===== src/rtl/core/adtp_pkg.sv =====
// Package for the thermistor ADC to temperature pipeline.
// Holds the stage word type and the fixed polynomial constants; no dependencies.
package adtp_pkg;

    localparam int unsigned SAMPLE_W = 11;
    localparam int unsigned X_W      = 11;
    localparam int unsigned P_W      = 17;
    localparam int unsigned ACC_W    = 26;
    localparam int unsigned TEMP_W   = 19;
    localparam int unsigned COEF_W   = 16;
    localparam int unsigned NSTAGE   = 5;

    localparam logic [SAMPLE_W-1:0] SAMPLE_MAX  = 11'd1536;
    localparam logic [SAMPLE_W:0]   SAMPLE_BIAS = 12'd555;
    // p1 = (x * 2^17) >> 11 is exactly x * 64
    localparam int unsigned P1_SHIFT    = 6;
    localparam int unsigned POWER_SHIFT = 11;
    localparam int unsigned OUT_SHIFT   = 4;
    // constant term: (55548 * (2^17 >> 8)) >> 5
    localparam logic signed [ACC_W-1:0] ACC_SEED = 26'sd888768;

    // coefficients already shifted right by k/2, and the term shift 5 - k/2
    localparam logic signed [COEF_W-1:0] STAGE_COEF [1:NSTAGE] = '{
        -16'sd647, -16'sd118, -16'sd570, 16'sd8515, -16'sd27767
    };
    localparam logic [2:0] TERM_SHIFT [1:NSTAGE] = '{3'd5, 3'd4, 3'd4, 3'd3, 3'd3};

    typedef struct packed {
        logic                    valid;
        logic signed [X_W-1:0]   x;
        logic signed [P_W-1:0]   p;
        logic signed [ACC_W-1:0] acc;
    } t_stage;

endpackage


===== src/rtl/core/adtp_if.sv =====
// Valid/ready channel interfaces for the ADC sample and temperature words.
// Depends on adtp_pkg for field widths.
interface adtp_in_if;
    logic                             valid;
    logic                             ready;
    logic [adtp_pkg::SAMPLE_W-1:0]    adc_sample;

    modport source (output valid, output adc_sample, input ready);
    modport sink   (input valid, input adc_sample, output ready);
endinterface

interface adtp_out_if;
    logic                                 valid;
    logic                                 ready;
    logic signed [adtp_pkg::TEMP_W-1:0]   temperature_milli_c;

    modport source (output valid, output temperature_milli_c, input ready);
    modport sink   (input valid, input temperature_milli_c, output ready);
endinterface


===== src/rtl/core/adtp_stage.sv =====
// One pipeline stage: next scaled power of x and one accumulated polynomial term.
// Depends on adtp_pkg (t_stage, widths).
module adtp_stage (
    input  logic                                  i_clk,
    input  logic                                  i_rst_n,
    input  logic signed [adtp_pkg::COEF_W-1:0]    i_coef,
    input  logic [2:0]                            i_term_shift,
    input  adtp_pkg::t_stage                      i_up,
    output logic                                  o_up_ready,
    output adtp_pkg::t_stage                      o_dn,
    input  logic                                  i_dn_ready
);
    localparam int unsigned PPROD_W = adtp_pkg::X_W + adtp_pkg::P_W;
    localparam int unsigned TPROD_W = adtp_pkg::COEF_W + adtp_pkg::P_W;

    adtp_pkg::t_stage           r_dn;
    adtp_pkg::t_stage           n_dn;
    logic signed [PPROD_W-1:0]  w_pprod;
    logic signed [TPROD_W-1:0]  w_tprod;
    logic signed [TPROD_W-1:0]  w_term;

    assign o_up_ready = !r_dn.valid || i_dn_ready;
    assign o_dn       = r_dn;

    always_comb begin
        w_pprod = PPROD_W'(i_up.x) * PPROD_W'(i_up.p);
        w_tprod = TPROD_W'(i_coef) * TPROD_W'(i_up.p);
        w_term  = w_tprod >>> i_term_shift;
        n_dn.valid = i_up.valid;
        n_dn.x     = i_up.x;
        n_dn.p     = adtp_pkg::P_W'(w_pprod >>> adtp_pkg::POWER_SHIFT);
        n_dn.acc   = i_up.acc + adtp_pkg::ACC_W'(w_term);
    end

    always_ff @(posedge i_clk) begin
        if (!i_rst_n) begin
            r_dn.valid <= 1'b0;
        end else if (o_up_ready) begin
            r_dn <= n_dn;
        end
    end

endmodule


===== src/rtl/core/adc_to_temperature_polynomial_top.sv =====
// Thermistor ADC code to temperature (millidegrees C), fifth-order polynomial.
// Depends on adtp_pkg, adtp_if (adtp_in_if, adtp_out_if) and adtp_stage.
//
// Usage:
//   i_sample carries one raw 11-bit ADC code per word; o_temp carries one
//   signed 19-bit temperature per word. Every input word gives exactly one
//   output word, in order.
//   The sample is clamped to 1536, biased by -555, and run through an input
//   register, five multiply stages (each builds the next power of x and adds
//   one term) and an output register.
//   Throughput: one word per cycle while the receiver holds o_temp.ready
//   high; every register in the pipeline holds one word.
//   Each stage has its own valid bit and advances when it is empty or its
//   successor takes its word, so a stalled receiver fills the pipeline
//   bubble by bubble; i_sample.ready drops only when every stage is full.
//   Reset (synchronous, active low) empties all stages; no word is lost or
//   repeated across a stall.
module adc_to_temperature_polynomial_top (
    input  logic        i_clk,
    input  logic        i_rst_n,
    adtp_in_if.sink     i_sample,
    adtp_out_if.source  o_temp
);
    localparam int unsigned NSTAGE = adtp_pkg::NSTAGE;

    adtp_pkg::t_stage                       r_s0;
    adtp_pkg::t_stage                       n_s0;
    adtp_pkg::t_stage                       w_s   [0:NSTAGE];
    logic                                   w_rdy [0:NSTAGE];
    logic [adtp_pkg::SAMPLE_W-1:0]          w_clamped;
    logic signed [adtp_pkg::SAMPLE_W:0]     w_x;
    logic                                   r_out_valid;
    logic signed [adtp_pkg::TEMP_W-1:0]     r_out_temp;
    logic                                   w_s0_ready;

    // input stage: clamp, bias, first power
    always_comb begin
        w_clamped  = (i_sample.adc_sample > adtp_pkg::SAMPLE_MAX) ?
                     adtp_pkg::SAMPLE_MAX : i_sample.adc_sample;
        w_x        = $signed({1'b0, w_clamped}) - $signed(adtp_pkg::SAMPLE_BIAS);
        n_s0.valid = i_sample.valid;
        n_s0.x     = adtp_pkg::X_W'(w_x);
        n_s0.p     = adtp_pkg::P_W'(w_x) <<< adtp_pkg::P1_SHIFT;
        n_s0.acc   = adtp_pkg::ACC_SEED;
    end

    assign w_s0_ready     = !r_s0.valid || w_rdy[0];
    assign i_sample.ready = w_s0_ready;

    always_ff @(posedge i_clk) begin
        if (!i_rst_n) begin
            r_s0.valid <= 1'b0;
        end else if (w_s0_ready) begin
            r_s0 <= n_s0;
        end
    end

    assign w_s[0] = r_s0;

    for (genvar k = 1; k <= NSTAGE; k++) begin : g_stage
        adtp_stage u_stage (
            .i_clk        (i_clk),
            .i_rst_n      (i_rst_n),
            .i_coef       (adtp_pkg::STAGE_COEF[k]),
            .i_term_shift (adtp_pkg::TERM_SHIFT[k]),
            .i_up         (w_s[k-1]),
            .o_up_ready   (w_rdy[k-1]),
            .o_dn         (w_s[k]),
            .i_dn_ready   (w_rdy[k])
        );
    end

    // output register
    assign w_rdy[NSTAGE] = !r_out_valid || o_temp.ready;

    always_ff @(posedge i_clk) begin
        if (!i_rst_n) begin
            r_out_valid <= 1'b0;
        end else if (w_rdy[NSTAGE]) begin
            r_out_valid <= w_s[NSTAGE].valid;
            r_out_temp  <= adtp_pkg::TEMP_W'(w_s[NSTAGE].acc >>> adtp_pkg::OUT_SHIFT);
        end
    end

    assign o_temp.valid               = r_out_valid;
    assign o_temp.temperature_milli_c = r_out_temp;

    // a free-running receiver never backs up into the input
    a_no_stall_when_drained: assert property (@(posedge i_clk) disable iff (!i_rst_n)
        o_temp.ready |-> i_sample.ready)
        else $error("input stalled while receiver ready");

    // an accepted word lands in the input stage
    a_accept_loads: assert property (@(posedge i_clk) disable iff (!i_rst_n)
        (i_sample.valid && i_sample.ready) |=> r_s0.valid)
        else $error("accepted word not captured");

    // codes above range clamp to the top of the curve
    a_clamp: assert property (@(posedge i_clk) disable iff (!i_rst_n)
        (i_sample.valid && i_sample.ready && (i_sample.adc_sample >= adtp_pkg::SAMPLE_MAX))
        |=> (r_s0.x == 11'sd981))
        else $error("sample clamp failed");

endmodule


===== src/flat_wrapper.sv =====
// flat-port wrapper written by rule: the top's interface ports become plain ports
module adc_to_temperature_polynomial_top_flat 
  (i_clk, i_rst_n, i_sample_valid, i_sample_adc_sample, i_sample_ready, o_temp_valid, o_temp_temperature_milli_c, o_temp_ready);
  adtp_in_if i_sample_i ();
  adtp_out_if o_temp_i ();
  input  logic i_clk;
  input  logic i_rst_n;
  input wire logic [$bits(i_sample_i.valid)-1:0] i_sample_valid;
  input wire logic [$bits(i_sample_i.adc_sample)-1:0] i_sample_adc_sample;
  output wire logic [$bits(i_sample_i.ready)-1:0] i_sample_ready;
  output wire logic [$bits(o_temp_i.valid)-1:0] o_temp_valid;
  output wire logic [$bits(o_temp_i.temperature_milli_c)-1:0] o_temp_temperature_milli_c;
  input wire logic [$bits(o_temp_i.ready)-1:0] o_temp_ready;
  assign i_sample_i.valid = i_sample_valid;
  assign i_sample_i.adc_sample = i_sample_adc_sample;
  assign i_sample_ready = i_sample_i.ready;
  assign o_temp_valid = o_temp_i.valid;
  assign o_temp_temperature_milli_c = o_temp_i.temperature_milli_c;
  assign o_temp_i.ready = o_temp_ready;
  adc_to_temperature_polynomial_top u_core (.i_clk(i_clk), .i_rst_n(i_rst_n), .i_sample(i_sample_i), .o_temp(o_temp_i));
endmodule

===== config.mk =====
export PLATFORM = sky130hd
export DESIGN_NAME = adc_to_temperature_polynomial_top_flat
export DESIGN_NICKNAME = d
export VERILOG_FILES = /design/src/rtl/core/adtp_pkg.sv /design/src/rtl/core/adtp_if.sv /design/src/rtl/core/adtp_stage.sv /design/src/rtl/core/adc_to_temperature_polynomial_top.sv /design/src/flat_wrapper.sv
export SDC_FILE = /design/constraint.sdc
export NUM_CORES = 2
export LEC_CHECK = 0
export BUFFER_PORTS_ARGS = -buffer_cell sky130_fd_sc_hd__buf_2
export CAP_MARGIN = 25
export CORE_MARGIN = 4
export CORE_UTILIZATION = 50
export DETAILED_ROUTE_END_ITERATION = 6
export GPL_TIMING_DRIVEN = 0
export PLACE_DENSITY = 0.73
export SLEW_MARGIN = 20
export SYNTH_ARGS = -nofsm -noshare
export SYNTH_HDL_FRONTEND = slang
export SYNTH_SLANG_ARGS = --single-unit

===== constraint.sdc =====
create_clock -name i_clk -period 14.5 [get_ports i_clk]
set_input_delay 0.725 -clock i_clk [delete_from_list [all_inputs] [get_ports i_clk]]
set_output_delay 0.725 -clock i_clk [all_outputs]
set_load 0.02 [all_outputs]

==> flow_metrics.py <==
metrics = {
    "worst_setup_path": {
        "crit_required_ns": 14.88,
        "r2r_slack_ns": 6.52,
        "endpoint_kind": "register",
        "path_class": "reg -> reg",
        "crit_path_start_kind": "register",
        "crit_chain": "fa_1 -> ha_1 -> inv_1 -> fa_1 -> inv_1 -> fa_1 -> fa_1 -> ha_1 -> a2111oi_0 -> o21ai_0 -> a41oi_2 -> o21ai_0 -> o21a_1 -> nor2_1 -> xnor2_1 -> ha_1 -> a21o_1 -> a2111oi_0 -> a211oi_1 -> o31a_1 -> a211o_1 -> a21oi_1 -> xor2_1 -> xnor2_1",
        "cp_top_family": "compound AO/OA/AOI/OAI gates",
        "critPathSlowestCell": "edfxtp_1",
        "cp_num_buf_inv": 2,
        "worst-path-max-fanout": 7,
        "cp.arrival_ns": 8.35,
        "cpMostUsedCell": "fa_1",
        "slowest_delay_ns": 0.64,
    },
    "sta": {
        "rsz0062_at_grt": "no",
        "min_period_ns": 7.98,
        "fin_tns_setup_ns": 0,
        "hold_ws_ns": 0.342,
        "hold_viol": 0,
        "skew_ns": 0.0567,
        "relSlewSlack": 0.402,
        "finalCritPeriodShare": 0.550,
        "layout_setup_ws_ns": 6.52,
        "fmax_mhz": 125,
        "setup_viol": 0,
        "slew_viol_final": 0,
        "worstMarginPinSlew_ns": 0.891,
    },
    "clock_tree": {
        "cts.htree.levels": 1,
        "cts_tree": "built",
        "cts_buffers": 30,
        "clock-sinks": 245,
        "clk_latency_ns": 0.64,
        "path_clk_slew_ns": 0.07,
        "cts_resized": 0,
        "holdBufCountCts": 0,
        "cts.path.max_buffers": 3,
        "cts_root_buffer": "clkbuf_16",
        "cts_setup_buffers": 0,
    },
    "synthesis": {
        "synth-warning-count": 0,
        "synthArstFlopShare": 0,
        "syn_area_mm2": 0.0504,
        "synth_simple_gate_area_share": 0.109,
        "synth_top_area_frac": 0.342,
        "syn_avg_cell_area_um2": 9.81,
        "synth_mux_area_frac": 0.00151,
        "synth-seq-cells": 245,
        "netlist_instances": 5140,
        "ys_top_cells_by_count": "inv_1, fa_1, ha_1",
        "ys_seq_area_frac": 0.144,
        "synth-main-ff-cell": "edfxtp_1",
        "synth_area_leaders": "fa_1, ha_1, edfxtp_1, inv_1, xnor2_1",
        "synth_edf_count": 238,
        "synth_top_family_by_area": "adder cells",
        "synth_fp_nets": 6751,
        "synth_most_common_cell": "inv_1",
        "synth_xor_area_frac": 0.0510,
        "synth_compound_area_frac": 0.0665,
        "yosysTopAreaCell": "fa_1",
        "synth_cell_types": 77,
        "synthAdderAreaFrac": 0.524,
    },
    "global_routing": {
        "grt_max_degree": 29,
        "grt_pass1_wl_um": 182000,
        "grt-ovfl-total": 0,
        "grt_antenna_before_repair": 3,
        "grt_usage": 0.211,
        "first_global_vias": 36623,
    },
    "drt": {
        "ant_nets": 0,
        "avgRoutedWirePerCell_um": 16.6,
        "finalWirelength_um": 109000,
        "drt-initial-drc-count": 1591,
        "vias_per_cell": 5.24,
        "first_pass_iters": 6,
        "drc": 0,
        "vias": 34263,
    },
    "run": {
        "max_cap_violations": 0,
    },
    "placed_design": {
        "pre_cts_ws_ns": 6.63,
        "dp_hpwl_um": 92400,
        "portBuffers": 35,
        "gp_congestion": 0.909,
    },
    "floorplanning": {
        "io_pins": 36,
        "core_area_mm2": 0.100,
        "initial_core_util": 0.504,
        "die_h_um": 326,
        "design.die.area_mm2": 0.106,
        "placementRows": 116,
        "die_w_um": 326,
    },
    "final_layout": {
        "areaGrowthSynthToFinish_pct": 5.82,
        "final_core_util": 0.533,
        "fillCellCount": 8785,
        "diodes": 0,
        "drive_above_1_share": 0.0252,
        "nNetsFinal": 6825,
    },
    "min_path": {
        "worst_hold_path_type": "in -> reg",
    },
    "status": {
        "status": "finished, final reports clean",
    },
}
-- through the flow --
stage,area (um^2),instances
after floorplan,50400,5140
after global placement,52200,6473
after detailed placement,52400,6480
after CTS,53400,6535
after global routing,53400,6535
final,53400,6535
-- worst paths after layout --
path	endpoint	depth (start not counted)	startpoint
worst max-delay path	u_core.g_stage[3].u_stage.o_dn[22]$_DFFE_PP_	24	u_core.g_stage[2].u_stage.o_dn[30]$_DFFE_PP_
worst min-delay path	u_core.r_s0[54]$_SDFFE_PN0N_	3	i_sample_valid
worst max register to register	u_core.g_stage[3].u_stage.o_dn[22]$_DFFE_PP_	24	u_core.g_stage[2].u_stage.o_dn[30]$_DFFE_PP_
worst min register to register	u_core.o_temp.temperature_milli_c[17]$_DFFE_PP_	0	u_core.g_stage[5].u_stage.o_dn[21]$_DFFE_PP_
-- cell type report --
cell class | count | area, um^2 | share of cell area
flip-flops and latches | 245 | 7290 | 0.137
plain buffers | 99 | 372 | 0.00696
multi-input cells | 3511 | 38000 | 0.712
clock inverters | 21 | 184 | 0.00345
inverters | 1285 | 4820 | 0.0904
clock buffers | 34 | 766 | 0.0143
repair buffers | 42 | 320 | 0.00600
well taps | 1298 | 1620 | 0.0304
-- registers in the layout, summed over array words and instances, names as in the netlist --
| signal | count |
|---|---|
| u_core.g_stage.u_stage.o_dn | 213 |
| u_core.r_s0 | 12 |
| u_core.o_temp.valid | 1 |
| u_core.o_temp.temperature_milli_c | 19 |
-- cells in the final DEF (no fill, tap or decap), types with 46 or more instances in the layout --
cell	count
nor2b_1	49
nor2_1	179
a21oi_1	152
ha_1	734
xnor2_1	221
fa_1	862
edfxtp_1	238
o21ai_0	83
inv_1	1284
nor3_1	64
nand2_1	363
xor2_1	70
and2_1	296
o21a_1	46
clkbuf_1	103
-- worst reg2reg max path, cell delays in order, from the launching register on --
cell	delay, ns
edfxtp_1	0.64
fa_1	0.51
ha_1	0.28
inv_1	0.05
fa_1	0.49
inv_1	0.06
fa_1	0.51
fa_1	0.42
ha_1	0.35
a2111oi_0	0.46
o21ai_0	0.24
a41oi_2	0.34
o21ai_0	0.19
o21a_1	0.20
nor2_1	0.10
xnor2_1	0.24
ha_1	0.36
a21o_1	0.21
a2111oi_0	0.49
a211oi_1	0.23
o31a_1	0.35
a211o_1	0.27
a21oi_1	0.44
xor2_1	0.15
xnor2_1	0.19
-- logic make-up after synthesis --
group	Yosys count
adders and majority gates	1596
buffers and inverters	1384
and+or+nand+nor	1112
AOI/OAI and AO/OA	504
xor gates and xnor gates	292
DFF	245
muxes	7
-- per-layer routing --
metal,global-route usage,wire (um),share of wire
met5,0,0,0
met4,0.0761,4550,0.042
met3,0.0259,5440,0.050
met2,0.373,54200,0.50
met1,0.267,44500,0.41
Power is not shown: default switching activity piles up to over one toggle a cycle in this logic, so the estimate is an artifact.
